<file path="config.mk">
export PLATFORM = sky130hd
export DESIGN_NAME = tlpm_mixer
export DESIGN_NICKNAME = d
export VERILOG_FILES = /design/src/design/tlpm_pkg.sv /design/src/design/tlpm_mixer.sv
export SDC_FILE = /design/constraint.sdc
export NUM_CORES = 1
export LEC_CHECK = 0
export BUFFER_PORTS_ARGS = -buffer_cell sky130_fd_sc_hd__buf_2
export CORE_MARGIN = 2
export CORE_UTILIZATION = 49
export DETAILED_ROUTE_END_ITERATION = 8
export GPL_ROUTABILITY_DRIVEN = 0
export PLACE_DENSITY = 0.83
export SYNTH_ARGS = -nofsm -noshare
export SYNTH_HDL_FRONTEND = slang
export SYNTH_SLANG_ARGS = --single-unit
</file>
<file path="constraint.sdc">
create_clock -name vclk -period 2.95
set_clock_uncertainty 0.05 [all_clocks]
set_input_delay 0.295 -clock vclk [all_inputs]
set_output_delay 0.295 -clock vclk [all_outputs]
set_load 0.05 [all_outputs]
</file>
<file path="src/design/tlpm_pkg.sv">
`timescale 1ns / 1ps
// ----------------------------------------------------------------------------
// tlpm_pkg
// Shared types and constants of the two-layer pixel mixer with sparkle.
// ----------------------------------------------------------------------------
package tlpm_pkg;

   localparam int unsigned NODES_DEF = 1024;

   localparam int NODE_W  = 10;
   localparam int COLOR_W = 24;
   localparam int CNT_W   = 32;
   localparam int FREQ_W  = 8;
   localparam int MODE_W  = 3;
   localparam int CSR_AW  = 3;
   localparam int CSR_DW  = 32;

   localparam logic [COLOR_W-1:0] GREY_MID  = 24'h888888;
   localparam logic [COLOR_W-1:0] GREY_HIGH = 24'hBBBBBB;
   localparam logic [COLOR_W-1:0] WHITE     = 24'hFFFFFF;

   // register select, taken from the word address bit of the csr port
   localparam logic REG_MIX_MODE     = 1'b0;
   localparam logic REG_SPARKLE_FREQ = 1'b1;

   localparam logic KIND_RENDER = 1'b0;
   localparam logic KIND_LOAD   = 1'b1;

   typedef enum logic [MODE_W-1:0] {
      MIX_LAYER1 = 3'd0,
      MIX_LAYER2 = 3'd1,
      MIX_HOLE_A = 3'd2,
      MIX_HOLE_B = 3'd3,
      MIX_GATE_A = 3'd4,
      MIX_GATE_B = 3'd5,
      MIX_STACK  = 3'd6,
      MIX_BLEND  = 3'd7
   } mix_mode_type;

   typedef struct packed {
      logic              done;
      logic [FREQ_W-1:0] remainder;
   } rem_status_type;

endpackage

</file>
<file path="src/design/tlpm_mixer.sv">
`timescale 1ns / 1ps
// ----------------------------------------------------------------------------
// tlpm_mixer
// Blends two layer colors according to the mix mode.
// ----------------------------------------------------------------------------
module tlpm_mixer
   import tlpm_pkg::*;
(
   input  mix_mode_type       mode,
   input  logic [COLOR_W-1:0] color_a,
   input  logic [COLOR_W-1:0] color_b,
   output logic [COLOR_W-1:0] color_mix
);

   logic               a_black;
   logic               b_black;
   logic [COLOR_W-1:0] avg;

   assign a_black = (color_a == '0);
   assign b_black = (color_b == '0);

   // per-channel halved sum, truncated
   always_comb begin
      for (int ch = 0; ch < COLOR_W / 8; ch++) begin
         avg[ch*8 +: 8] = 8'(({1'b0, color_a[ch*8 +: 8]} + {1'b0, color_b[ch*8 +: 8]}) >> 1);
      end
   end

   always_comb begin
      unique case (mode)
         MIX_LAYER1: color_mix = color_a;
         MIX_LAYER2: color_mix = color_b;
         MIX_HOLE_A: color_mix = a_black ? color_b : '0;
         MIX_HOLE_B: color_mix = b_black ? color_a : '0;
         MIX_GATE_A: color_mix = a_black ? '0 : color_b;
         MIX_GATE_B: color_mix = b_black ? '0 : color_a;
         MIX_STACK:  color_mix = b_black ? color_a : color_b;
         MIX_BLEND:  color_mix = a_black ? color_b : (b_black ? color_a : avg);
         default:    color_mix = color_a;
      endcase
   end

endmodule

</file>
======== Yosys cells after proc, flatten, opt, wreduce, memory -nomap -nowiden ========
Index checks and enable logic that the tools add are counted.
cells by class
  $add $sub $neg .......................... 3
  equal/unequal tests ..................... 7
  muxes and demuxes ....................... 8
  reductions and logical operators ........ 3
operators by type and width
  kind                count
  $pmux 24 s8         1
  $mux 24             7
  $logic_not 24->1    2
  $add 8x8->9         3
  $eq 3x3->1 const B  4
  $eq 3x2->1 const B  2
  $eq 3x1->1 const B  1
  $logic_not 3->1     1
word-level totals
  word-level logic and storage cells ...... 21
  register bits after elaboration ......... 0
  output and inout bits ................... 24
  input bits .............................. 51

======== Depth between registers and ports, before layout ========
  depth after elaboration ................. 4
  gate-level depth with buffers ........... 8
  depth with buffers taken out ............ 8

======== Worst setup path after synthesis ========
OpenSTA, ideal clock, no wires.
  path kind ............................... input-to-output
  from .................................... input color_a[10]
  to ...................................... output color_mix[12]
  data required time ...................... 2605 ps
  data arrival time ....................... 2300 ps
  setup slack ............................. 305 ps
  path buffers ............................ 0
  cell stages on the path ................. 7
  path through ............................ ha_1 a21oi_1 a21oi_1 or2_2 or4_1 o211ai_1 a221o_1
on the way
  cells in the longest elaborated chain, start to end .. 4
  elaborated cells on any way between the ends .. 7
  classes of those cells .................. 1 x add/sub; 5 x mux; 1 x reduce/logical
RTL lines
  item                  line              text
  start, declared       tlpm_mixer.sv:10  input logic [COLOR_W-1:0] color_a,
  $add 8x8->9           tlpm_mixer.sv:25  avg[ch*8 +: 8] = 8'(({1'b0, color_a[ch*8 +: 8]} + {1'b0, color_b[ch*8 +: 8]}) >> 1);
  $mux 24 (2 in a row)  tlpm_mixer.sv:38  MIX_BLEND: color_mix = a_black ? color_b : (b_black ? color_a : avg);
  $pmux 24 s8 (*)       tlpm_mixer.sv:30  unique case (mode)
  end, declared         tlpm_mixer.sv:12  output logic [COLOR_W-1:0] color_mix
Every way passes the cells marked *; elsewhere a longest branch is shown, timed or not.

======== Final worst setup path ========
  from .................................... input color_a[17]
  to ...................................... output color_mix[18]
Same word-level chain as after synthesis.

==> impl_metrics.py <==
metrics = {
    "status": {
        "status": "finished, final reports clean",
    },
    "drt": {
        "num_vias": 2063,
        "detail-route-antenna-nets": 0,
        "drt_pass1_iterations": 4,
        "wl_per_cell_microns": 14.96,
        "vias_per_cell": 6.050,
        "drc_errors": 0,
        "drt_iter0_markers": 257,
        "totalWireLength_microns": 5100,
    },
    "timing": {
        "setup_viol": 0,
        "finalWorstSetupSlack_ns": 0.1176,
        "timing.final.crit_share_pct": 96.01,
        "finalHoldViolations": 0,
        "fin_crit_ns": 2.832,
        "fin_setup_tns_ns": 0,
        "worstMarginPinSlew_ns": 0.4092,
        "fmaxAchievable_mhz": 353.1,
        "max_slew_margin_pct": 72.51,
        "rsz0062_at_grt": "no",
        "report.final.slew_viol_count": 0,
    },
    "layout": {
        "nets": 374,
        "drive_above_1_share_pct": 31.99,
        "design_area_sq_um": 2057,
        "num_antenna_cells": 0,
        "stdcell_count": 341,
        "seq_cells": 0,
        "seq_area_sq_um": 0,
        "fillers": 291,
        "area_growth_pct": 29.14,
        "nClkBuffers": 0,
    },
    "setup_path": {
        "cp-end-kind": "output pin",
        "startpoint_type": "input port",
        "cp.arrival_ns": 2.49,
        "crit_path_max_fanout": 18,
        "worstPathRequired_ns": 2.61,
        "path_class": "in -> out",
    },
    "pwr": {
        "finalPower_mw": 0.5206,
        "peakVddDrop_v": 0.0001474,
        "p_sw_mw": 0.3379,
        "comb_power_share_pct": 100.0,
        "clockPowerShare_pct": 0,
        "switching_share_pct": 64.90,
        "p_int_mw": 0.1828,
        "leakage_nw": 0.9599,
        "seqPwrFrac_pct": 0,
        "power.density_nw_per_um2": 253.1,
    },
    "synth": {
        "synthCells": 221,
        "avgSynthCellArea_sq_um": 7.207,
        "synth_seq_area_share_pct": 0,
        "synthDistinctLibCells": 42,
        "ys_warn_count": 0,
        "syn-cell-area_sq_um": 1593,
        "synth_nets": 296,
    },
    "place": {
        "placed_cell_area_sq_um": 2037,
        "dp.cells": 340,
        "dp_hpwl_microns": 4190,
        "portBuffers": 75,
        "place_ws_ns": 0.08934,
    },
    "die": {
        "core_sq_um": 3078,
        "dieHeight_microns": 61.02,
        "io_pins": 75,
        "initial_core_util_pct": 51.75,
        "fp.dieW_microns": 61.02,
        "num_rows": 20,
        "die_area_sq_um": 3723,
    },
    "worst_hold_path": {
        "hold_path.class": "in -> out",
    },
    "cts": {
        "cts_hold_buf": 0,
    },
    "global_routing": {
        "gr-total-overflow": 0,
        "grt_pass1_vias": 1926,
        "grt_start_max_net_pins": 19,
        "antenna_found_initial": 0,
        "grt_pass1_wl_microns": 8204,
        "grt_util_all_layers_pct": 27.41,
    },
    "job": {
        "cap_violations": 0,
    },
}
## cell type report
cell class | instances | area (sq um) | share of cell area, %
Tap cell | 44 | 55.05 | 2.676
Multi-Input combinational cell | 204 | 1526 | 74.21
Inverter | 10 | 37.54 | 1.825
Timing Repair Buffer | 83 | 437.9 | 21.29
## power groups by stage
stage	registers (mW)	logic [mW]	clock network (mW)
after floorplan	0	0.376	0
after global placement	0	0.506	0
after detailed placement	0	0.512	0
after CTS	0	0.515	0
after global routing	0	0.560	0
final	0	0.521	0
## metrics by stage
stage               util (%)  hold WS (ns)
floorplan                  -        0.9688
global placement       66.18         1.023
detailed placement     66.18         1.014
CTS                    66.18         1.022
global route           66.83         1.035
finish                 66.83         1.015
## path summary, 6_finish.rpt
check | slack [ns] | depth (start not counted) | startpoint | endpoint
setup / recovery | 0.12 | 9 | color_a[17] | color_mix[18]
hold / removal | 1.02 | 3 | color_a[12] | color_mix[12]
## cells in the final DEF, fill, tap and decap left out, types with 5 or more instances in the layout
cell type,count
nor2_1,20
nor3_1,10
o21a_1,7
nand3_1,5
inv_1,10
ha_1,21
a21oi_1,13
buf_2,74
nor2b_1,5
buf_4,9
a221o_1,24
xor2_1,9
nor4_1,13
nand2_1,20
o21ai_0,6
## kinds of logic after synthesis
group                    synth area share [%]
XOR/XNOR                                6.049
AND/OR/NAND/NOR                         28.44
adder cells (fa/ha/maj)                 20.27
buffers and inverters                   5.263
AO/OA/AOI/OAI                           39.98
## cells in the mapped netlist (4+ instances only)
master | n | area (sq um)
buf_2 | 4 | 20.02
xor2_1 | 9 | 78.83
nor2b_1 | 5 | 31.28
nor3_1 | 10 | 50.05
o21a_1 | 7 | 52.55
a21oi_1 | 14 | 70.07
nor4_1 | 14 | 87.58
o21ai_0 | 6 | 30.03
inv_1 | 10 | 37.54
o211ai_1 | 4 | 30.03
ha_1 | 21 | 262.8
nand3_1 | 5 | 25.02
nand2_1 | 20 | 75.07
nor2_1 | 20 | 75.07
a221o_1 | 24 | 240.2
## what timing repair did
item                       CTS  global route
resized for setup            0             4
setup endpoints to repair    0             5
setup buffers                0             1
## per-layer routing
layer | global-route usage, % | share of wire, % | vias to the layer above
met5 | 0 | 0 | -
met3 | 0.2101 | 4.4 | 2
met1 | 39.39 | 46 | 948
li1 | - | - | 1038
met4 | 3.416 | 0.47 | 0
met2 | 47.62 | 49 | 75
## critical path, cell delays in order
cell and delay [ns]:
buf_2 0.13, nor4_1 0.40, nand4_1 0.18, buf_4 0.20, o31a_1 0.28, o211ai_2 0.23, nand2_4 0.19, a221o_1 0.34
buf_2 0.22
No activity file was read; power rests on OpenSTA's default activity.
