$ cat src/design/tlpm_pkg.sv
`timescale 1ns / 1ps
// ----------------------------------------------------------------------------
// tlpm_pkg
// Shared types and constants of the two-layer pixel mixer with sparkle.
// ----------------------------------------------------------------------------
package tlpm_pkg;

   localparam int unsigned NODES_DEF = 1024;

   localparam int NODE_W  = 10;
   localparam int COLOR_W = 24;
   localparam int CNT_W   = 32;
   localparam int FREQ_W  = 8;
   localparam int MODE_W  = 3;
   localparam int CSR_AW  = 3;
   localparam int CSR_DW  = 32;

   localparam logic [COLOR_W-1:0] GREY_MID  = 24'h888888;
   localparam logic [COLOR_W-1:0] GREY_HIGH = 24'hBBBBBB;
   localparam logic [COLOR_W-1:0] WHITE     = 24'hFFFFFF;

   // register select, taken from the word address bit of the csr port
   localparam logic REG_MIX_MODE     = 1'b0;
   localparam logic REG_SPARKLE_FREQ = 1'b1;

   localparam logic KIND_RENDER = 1'b0;
   localparam logic KIND_LOAD   = 1'b1;

   typedef enum logic [MODE_W-1:0] {
      MIX_LAYER1 = 3'd0,
      MIX_LAYER2 = 3'd1,
      MIX_HOLE_A = 3'd2,
      MIX_HOLE_B = 3'd3,
      MIX_GATE_A = 3'd4,
      MIX_GATE_B = 3'd5,
      MIX_STACK  = 3'd6,
      MIX_BLEND  = 3'd7
   } mix_mode_type;

   typedef struct packed {
      logic              done;
      logic [FREQ_W-1:0] remainder;
   } rem_status_type;

endpackage

$ cat src/design/tlpm_rem_unit.sv
`timescale 1ns / 1ps
// ----------------------------------------------------------------------------
// tlpm_rem_unit
// Restoring remainder of a 32-bit counter by an 8-bit modulus, one bit a cycle.
// ----------------------------------------------------------------------------
module tlpm_rem_unit
   import tlpm_pkg::*;
(
   input  logic              clock,
   input  logic              reset,
   input  logic              start,
   input  logic [CNT_W-1:0]  dividend,
   input  logic [FREQ_W-1:0] divisor,
   output rem_status_type    status
);

   localparam int STEP_W = $clog2(CNT_W);

   logic              busy_ff, busy_in;
   logic              done_ff, done_in;
   logic [STEP_W-1:0] step_ff, step_in;
   logic [CNT_W-1:0]  dvd_ff, dvd_in;
   logic [FREQ_W-1:0] rem_ff, rem_in;
   logic [FREQ_W-1:0] dsr_ff, dsr_in;

   logic [FREQ_W:0]   shifted;
   logic [FREQ_W:0]   diff;
   logic              fits;

   assign shifted = {rem_ff, dvd_ff[CNT_W-1]};
   assign fits    = (shifted >= {1'b0, dsr_ff});
   assign diff    = shifted - {1'b0, dsr_ff};

   always_comb begin
      busy_in = busy_ff;
      done_in = 1'b0;
      step_in = step_ff;
      dvd_in  = dvd_ff;
      rem_in  = rem_ff;
      dsr_in  = dsr_ff;
      if (start) begin
         busy_in = 1'b1;
         step_in = '0;
         dvd_in  = dividend;
         rem_in  = '0;
         dsr_in  = divisor;
      end else if (busy_ff) begin
         rem_in  = fits ? diff[FREQ_W-1:0] : shifted[FREQ_W-1:0];
         dvd_in  = {dvd_ff[CNT_W-2:0], 1'b0};
         step_in = step_ff + 1'b1;
         if (step_ff == STEP_W'(CNT_W - 1)) begin
            busy_in = 1'b0;
            done_in = 1'b1;
         end
      end
   end

   always_ff @(posedge clock) begin
      if (reset) begin
         busy_ff <= 1'b0;
         done_ff <= 1'b0;
         step_ff <= '0;
      end else begin
         busy_ff <= busy_in;
         done_ff <= done_in;
         step_ff <= step_in;
      end
      dvd_ff <= dvd_in;
      rem_ff <= rem_in;
      dsr_ff <= dsr_in;
   end

   assign status.done      = done_ff;
   assign status.remainder = rem_ff;

endmodule

$ cat config.mk
export PLATFORM = sky130hd
export DESIGN_NAME = tlpm_rem_unit
export DESIGN_NICKNAME = d
export VERILOG_FILES = /design/src/design/tlpm_pkg.sv /design/src/design/tlpm_rem_unit.sv
export SDC_FILE = /design/constraint.sdc
export NUM_CORES = 1
export LEC_CHECK = 0
export BUFFER_PORTS_ARGS = -buffer_cell sky130_fd_sc_hd__buf_4
export CORE_MARGIN = 1.5
export CORE_UTILIZATION = 54
export DETAILED_ROUTE_END_ITERATION = 12
export PLACE_DENSITY = 0.8
export SETUP_SLACK_MARGIN = 0.3
export SYNTH_ARGS = -nofsm -noshare
export SYNTH_HDL_FRONTEND = slang
export SYNTH_SLANG_ARGS = --single-unit
export TNS_END_PERCENT = 1
$ cat constraint.sdc
create_clock -name clock -period 2.1 [get_ports clock]
set_input_delay 0 -clock clock [delete_from_list [all_inputs] [get_ports clock]]
set_output_delay 0 -clock clock [all_outputs]
set_load 0.03 [all_outputs]
Word-level counts from Yosys, hierarchy flattened
Cells that the tools add are included.
{"block": "classes", "bitwise_logic": 1, "n_mux": 7, "add_sub_neg": 2, "order_cmp": 1, "reduce_logical": 3, "n_eq_ne": 1}
{"op": "2-to-1 mux 32 bit", "n": 2}
{"op": ">= comparator 9 x 8 -> 1 bit", "n": 1}
{"op": "2-to-1 mux 8 bit", "n": 1}
{"op": "subtractor 8 bit", "n": 1}
{"op": "adder 5 x 1 -> 5 bit (second input constant)", "n": 1}
{"op": "equality test 5 bit (second input constant)", "n": 1}
{"op": "2-to-1 mux 1 bit", "n": 4}
{"op": "OR reduction 3 bit", "n": 1}
{"op": "nonzero test 2 bit", "n": 1}
{"op": "OR reduction 2 bit", "n": 1}
{"op": "inverter 1 bit", "n": 1}
{"block": "word_totals", "output_inout_bits": 9, "input_bits": 43, "word_cells": 21, "regBits": 55}

Depth between registers and ports, before layout
Gate-level depths: netlist of the first run.
{"block": "depth", "word_depth": 4, "mapped_depth": 9, "depth_no_buf": 9}

Worst setup path before layout of the first run
Ideal clock, no wire load.
{"block": "synth_timing", "kind": "reg2reg", "start": "register rem_ff[1]", "end": "register rem_ff[6]", "synth_period_minus_slack_ps": 2002, "path_buffers": 0, "t_required_ps": 2033, "setup_time_ps": 67, "path_stages_with_launch": 8, "setup_slack_ps": 98, "arrival_ps": 1935, "cell_sequence": "dfxtp_1 -> ha_1 -> nor2b_4 -> o31a_1 -> o21a_1 -> o21a_1 -> o31a_1 -> o21ai_2"}
{"block": "synth_between", "elab_chain_len": 2, "elab_cells_between_ends": 3, "classes_between": "1 x add/sub; 1 x order compare; 1 x mux"}
{"item": "from (decl)", "line_no": "tlpm_rem_unit.sv:23", "rtl": "logic [FREQ_W-1:0] rem_ff, rem_in;"}
{"item": "from (signal assigned)", "line_no": "tlpm_rem_unit.sv:69", "rtl": "rem_ff <= rem_in;"}
{"item": "subtractor 8 bit / >= comparator 9 x 8 -> 1 bit (equally long branches)", "line_no": "tlpm_rem_unit.sv:32, tlpm_rem_unit.sv:31"}
{"item": "2-to-1 mux 8 bit *", "line_no": "tlpm_rem_unit.sv:48", "rtl": "rem_in = fits ? diff[FREQ_W-1:0] : shifted[FREQ_W-1:0];"}
Every way passes the cells marked *; elsewhere a longest branch is shown, timed or not.
A chain may end at the register's enable or synchronous reset.

Final worst setup path of the first run
{"block": "layout_timing", "start": "register dvd_ff[31]", "end": "register rem_ff[6]"}
{"block": "layout_between", "elab_chain_len": 2, "elab_cells_between_ends": 3, "classes_between": "1 x add/sub; 1 x order compare; 1 x mux"}
{"item": "from (decl)", "line_no": "tlpm_rem_unit.sv:22", "rtl": "logic [CNT_W-1:0] dvd_ff, dvd_in;"}
{"item": "from (signal assigned)", "line_no": "tlpm_rem_unit.sv:68", "rtl": "dvd_ff <= dvd_in;"}
{"item": "subtractor 8 bit / >= comparator 9 x 8 -> 1 bit (equally long branches)", "line_no": "tlpm_rem_unit.sv:32, tlpm_rem_unit.sv:31"}
{"item": "2-to-1 mux 8 bit *", "line_no": "tlpm_rem_unit.sv:48"}
Marks and branches as above.

==> results of run 1 <==
## registers in the layout, indices dropped and copies added, names as in the netlist
| signal | flops |
|---|---|
| done_ff | 1 |
| busy_ff | 1 |
| dvd_ff | 32 |
| dsr_ff | 8 |
| rem_ff | 8 |
| step_ff | 5 |
## worst max-delay path by stage
stage	from	to	slack (ns)	cells past startpoint
floorplan	dvd_ff[31]	rem_ff[6]	0.24	9
global placement	dsr_ff[4]	rem_ff[7]	0.20	7
detailed placement	dvd_ff[31]	rem_ff[6]	0.15	9
CTS	dvd_ff[31]	rem_ff[6]	0.18	9
global route	dvd_ff[31]	rem_ff[6]	0.09	9
finish	dvd_ff[31]	rem_ff[6]	0.16	9
## worst max-delay path, stage by stage, from the launching register on
cell and delay (ns):
edfxtp_1 0.39, inv_1 0.07, ha_2 0.18, fa_2 0.23
nor2b_4 0.05, o31a_1 0.25, o21a_1 0.20, o21a_1 0.17
o31a_1 0.26, o21ai_2 0.10
## stage by stage
| stage | worst slack [ns] | cell area [um^2] | hold slack [ns] | total power, mW | util [%] |
|---|---|---|---|---|---|
| after floorplan | 0.242 | 2610 | 0.0724 | 1.55 | - |
| final | 0.160 | 3580 | 0.00517 | 2.31 | 76.9 |
| after global routing | 0.0857 | 3580 | -0.00160 | 2.41 | 76.9 |
| after global placement | 0.203 | 3070 | 0.167 | 1.67 | 65.8 |
| after detailed placement | 0.152 | 3070 | 0.171 | 1.68 | 65.8 |
| after CTS | 0.176 | 3480 | 0.000578 | 2.29 | 74.6 |
## Yosys cell counts (2+ instances only)
master    count
mux2_2       31
a211oi_1      4
o21a_1        3
o31a_1        2
dfxtp_1      15
xnor2_1       3
nor2_1       18
nand2_1       9
o21ai_0       5
nor2b_1       2
nor3_1        2
a21oi_1      11
nand2b_1      4
clkbuf_1      4
mux2i_1       3
edfxtp_1     40
buf_1         2
ha_1         10
xor2_1        2
inv_1        12
## repair_timing
item                       CTS  global route
setup endpoints to repair    8             8
pin swaps                    2             2
hold endpoints to repair    30             7
hold buffers                30             7
resized for setup            0             7
buffers inserted             4             0
## power breakdown
group          leakage [nW]  switching (mW)  internal, mW
Combinational         0.888           0.192         0.246
Clock                0.0422           0.333         0.235
Sequential            0.525          0.0362          1.27
## per-layer routing
metal,vias to the layer above,part of all wire (%),GRT usage (%)
li1,926,-,-
met1,921,42,26.4
met2,58,51,36.9
met3,15,5.0,6.11
met4,0,2.3,7.55
met5,-,0,0
## cells by family after synthesis
| family | synth area share, % |
|---|---|
| mux | 14.6 |
| xor+xnor | 1.69 |
| flops | 58.0 |
| simple gates | 7.78 |
| fa+ha+maj | 5.61 |
| compound gates | 8.94 |
| buf+inv | 3.33 |
## final cells by class
class,instances,area [um^2]
clock buffers,7,76.3
multi-input cells,126,1050
flip-flops and latches,55,1510
repair buffers,98,828
inverters,12,45.0
fillers,281,1080
well taps,54,67.6
clock inverters,1,5.00
==> reports/results.tsv, run 1 <==
metric	value	unit
worstSetupEndpointType	flip-flop	
yosysWarnings	0	
hold_violations	0	
hold_depth	2	
cp.required	2.35	ns
fin_crit_sh	92.4	%
tightest_slew	0.305	ns
synthDominantCellAreaShare	46.4	%
maxSlewHeadroom	79.6	%
crit_type	flip-flop to flip-flop	
layout_commonest_cell	buf_4	
hold_start	dividend[19]	
fp-row-count	25	
status	complete, no violations	
async_flop_share	0	%
die_w	72.2	um
synth_top_area_cell	edfxtp_1	
clock-root-buffer	clkbuf_8	
synth_cells	201	
drtIter0Drc	149	
startpoint_type	flip-flop	
io_buffers	51	
dp_hpwl	3.28	mm
netlist_top_cells_area	edfxtp_1 46%, mux2_2 13%, dfxtp_1 12%, ha_1 4.8%, nor2_1 2.6%	
antenna_left	0	
min_period	1.94	ns
die_h	72.2	um
setup_violations	0	
track_usage	21.6	%
yosysSeqAreaShare	58.0	%
syn-num-nets	255	
nNetsFinal	352	
ir_drop	485	uV
clock_latency	0.31	ns
rr_worst_depth	9	
placedCellCount	304	
ios	52	
p_leak	1.46	nW
fmax	515	MHz
power.density	645	nW/um^2
wire_per_inst	16.1	um
wl	5.67	mm
place.gp.congestion	0.867	
grt_start_max_net_pins	23	
final_cell_mix	61 x buf_4, 40 x edfxtp_1, 37 x dlygate4sd3_1, 31 x mux2_2, 17 x nor2_1	
cts_buffers	5	
final_max_slew_viol_count	0	
overflow	0	
cts_tree	built	
grt_pass1_wl	8.51	mm
crit_arrival	2.19	ns
antenna_found_initial	0	
rsz0062_at_grt	yes	
synth-edff-count	40	
crit_fanout	3	
coreArea	4660	um^2
reg2reg_setup_slack	0.16	ns
r2r_end	rem_ff[6]	
num_vias	1920	
syn_avg_cell_area	12.9	um^2
timing.rr.start	dvd_ff[31]	
diodes	0	
start_util	55.5	%
cts_htree_levels	2	
min_path_type	input port to flip-flop	
drt_pass1_iterations	4	
cts_buffer_depth	2	
finClkSkew	0.00857	ns
areaGrowthSynthToFinish	38.5	%
synth_cell_types	39	
cts.clk_slew.worst_paths	0.10	ns
vias_per_cell	5.44	
synth-seq-cells	55	
drc	0	
cts.sinks	55	
maxCapViolCount	0	
setup-tns-final	0	ns
grt_pass1_vias	1878	
fin_cells	353	
synth.cell_area	2590	um^2
min_to	dvd_ff[19]	
dieArea	5220	um^2
drive_above_1_share	39.5	%
synth_ff_type	edfxtp_1	
Power figures use the tool's default switching activity.
==> run 2, diff against run 1 <==
- CORE_ASPECT_RATIO: default -> 1.5
- SETUP_SLACK_MARGIN: 0.3 -> 0.1
==> run 2 against run 1 <==
Global-route usage up 1.9 points. Total power about the same. First-iteration DRC count down 62%. Critical path type unchanged. Die area up 0.16%. Critical path depth unchanged. Largest cell class unchanged. Clock power up 1%. Routed wire length up 1.4%. Setup slack worse by 0.058 ns. Sequential cell count unchanged. Register-to-register slack worse by 0.06 ns. Largest power group unchanged.
==> reports/results.tsv, run 2 (same netlist as run 1, synthesis figures left out) <==
metric	value	unit	change
hold_violations	0		unchanged
power	2.31	mW	about the same
cts.clk_slew.worst_paths	0.10	ns	about the same
diodes	0		unchanged
cp_cell_sequence	inv_1, ha_2, fa_2, nor2b_4, o31a_1, o21a_1, o21a_1, o31a_1, o21ai_2		unchanged
start_util	56.5	%	was 55.5%
cts_buffer_depth	2		unchanged
antenna_left	0		unchanged
die_h	87.8	um	was 72.2 um
grt_start_max_net_pins	35		was 23
final_core_util	77.4	%	was 76.9%
startpoint_type	flip-flop		unchanged
coreArea	4580	um^2	was 4660 um^2
die_w	59.5	um	was 72.2 um
fin_cells	359		was 353
ios	52		unchanged
cts.sinks	55		unchanged
place.gp.congestion	0.924		was 0.867
rsz0062_at_grt	yes		unchanged
maxCapViolCount	0		unchanged
placedCellCount	311		was 304
worstSetupEndpointType	flip-flop		unchanged
cts_tree	built		unchanged
nNetsFinal	348		was 352
clock_latency	0.31	ns	about the same
fmax	500	MHz	was 515 MHz
grt_pass1_vias	1919		was 1,878
status	complete, no violations		unchanged
rr_worst_depth	9		unchanged
grt_pass1_wl	8.96	mm	was 8.51 mm
slowest_delay	0.40	ns	was 0.39 ns
antenna_found_initial	0		unchanged
track_usage	23.5	%	was 21.6%
cts_buffers	5		unchanged
reg_top3	dvd_ff: 32 flops, dsr_ff: 8 flops, rem_ff: 8 flops		unchanged
areaGrowthSynthToFinish	36.9	%	was 38.5%
num_vias	1891		was 1,920
cpMaxStageDelayCell	edfxtp_1		unchanged
final_cell_mix	55 x buf_4, 40 x edfxtp_1, 38 x dlygate4sd3_1, 31 x mux2_2, 17 x nor2_1		was 61 x buf_4, 40 x edfxtp_1, 37 x dlygate4sd3_1, 31 x mux2_2, 17 x nor2_1
drtIter0Drc	56		was 149
cp.required	2.35	ns	about the same
io_buffers	51		unchanged
ir_drop	475	uV	was 485 uV
crit_arrival	2.25	ns	was 2.19 ns
min_path_type	input port to flip-flop		unchanged
min_to	dvd_ff[2]		was dvd_ff[19]
wl	5.74	mm	was 5.67 mm
critPathBufInv	1		unchanged
wire_per_inst	16.0	um	was 16.1 um
crit_type	flip-flop to flip-flop		unchanged
finClkSkew	0.00356	ns	was 0.00857 ns
fp-row-count	30		was 25
reg2reg_setup_slack	0.10	ns	was 0.16 ns
dieArea	5230	um^2	was 5220 um^2
p_leak	1.44	nW	was 1.46 nW
fin_crit_sh	95.1	%	was 92.4%
setup_violations	0		unchanged
maxSlewHeadroom	64.5	%	was 79.6%
hold_start	dividend[2]		was dividend[19]
layout_commonest_cell	buf_4		unchanged
min_period	2.00	ns	was 1.94 ns
clock-root-buffer	clkbuf_8		unchanged
tightest_slew	0.530	ns	was 0.305 ns
r2r_end	rem_ff[6]		unchanged
hold_depth	2		unchanged
crit_fanout	3		unchanged
largest_reg_flops	32		unchanged
cts_htree_levels	2		unchanged
top_register	dvd_ff		unchanged
dp_hpwl	3.37	mm	was 3.28 mm
drive_above_1_share	35.3	%	was 39.5%
vias_per_cell	5.27		was 5.44
critical_path.top_delay_family	compound AO/OA/AOI/OAI gates		unchanged
final_max_slew_viol_count	0		unchanged
overflow	0		unchanged
power.density	653	nW/um^2	was 645 nW/um^2
drc	0		unchanged
timing.rr.start	dvd_ff[31]		unchanged
drt_pass1_iterations	4		unchanged
run 2: how the worst max path moves through the flow:
stage,depth (start not counted),startpoint,endpoint
after global routing,8,rem_ff[5],rem_ff[2]
after floorplan,8,rem_ff[0],rem_ff[6]
after global placement,9,dvd_ff[31],rem_ff[6]
after detailed placement,9,dvd_ff[31],rem_ff[6]
final,9,dvd_ff[31],rem_ff[6]
after CTS,9,dvd_ff[31],rem_ff[6]
run 2: layout make-up:
class	instances	area, um^2
Multi-Input combinational cell	126	1020
Tap cell	64	80.1
Sequential cell	55	1500
Timing Repair Buffer	94	813
Clock inverter	3	15.0
Fill cell	317	1040
Inverter	12	45.0
Clock buffer	5	68.8
run 2: per-layer routing:
layer | wire length [um] | track usage (%) | up-vias
met5 | 0 | 0 | -
met1 | 2200 | 25.9 | 903
li1 | - | - | 914
met3 | 239 | 4.43 | 12
met4 | 113 | 7.68 | 0
met2 | 3190 | 44.1 | 62
run 2: through the flow:
step	cell area, um^2	hold slack, ns	setup TNS, ns	setup slack (ns)
after detailed placement	3030	0.180	0	0.122
final	3540	0.00113	0	0.102
after floorplan	2590	0.0724	0	0.150
after CTS	3500	0.00687	0	0.105
after global placement	3030	0.176	0	0.188
after global routing	3540	0.00314	-0.00104	-0.00104
run 2: power by group:
part	internal (mW)	switching, mW
Sequential	1.27	0.0351
Clock	0.228	0.348
Combinational	0.238	0.196
run 2: worst register-to-register path: cells and delay by family, from the launching register on:
| family | cells | cell delay [ns] |
|---|---|---|
| adders and majority gates | 2 | 0.44 |
| buffers and inverters | 1 | 0.07 |
| DFF | 1 | 0.40 |
| AOI/OAI and AO/OA | 5 | 0.99 |
| and+or+nand+nor | 1 | 0.05 |
run 2: repair_timing:
| action | CTS | global route |
|---|---|---|
| resized for setup | 1 | 4 |
| hold buffers | 38 | 0 |
| endpoints found under the hold margin | 38 | 0 |
| pin swaps | 0 | 1 |
| endpoints found under the setup margin | 1 | 8 |
| setup buffers | 0 | 2 |
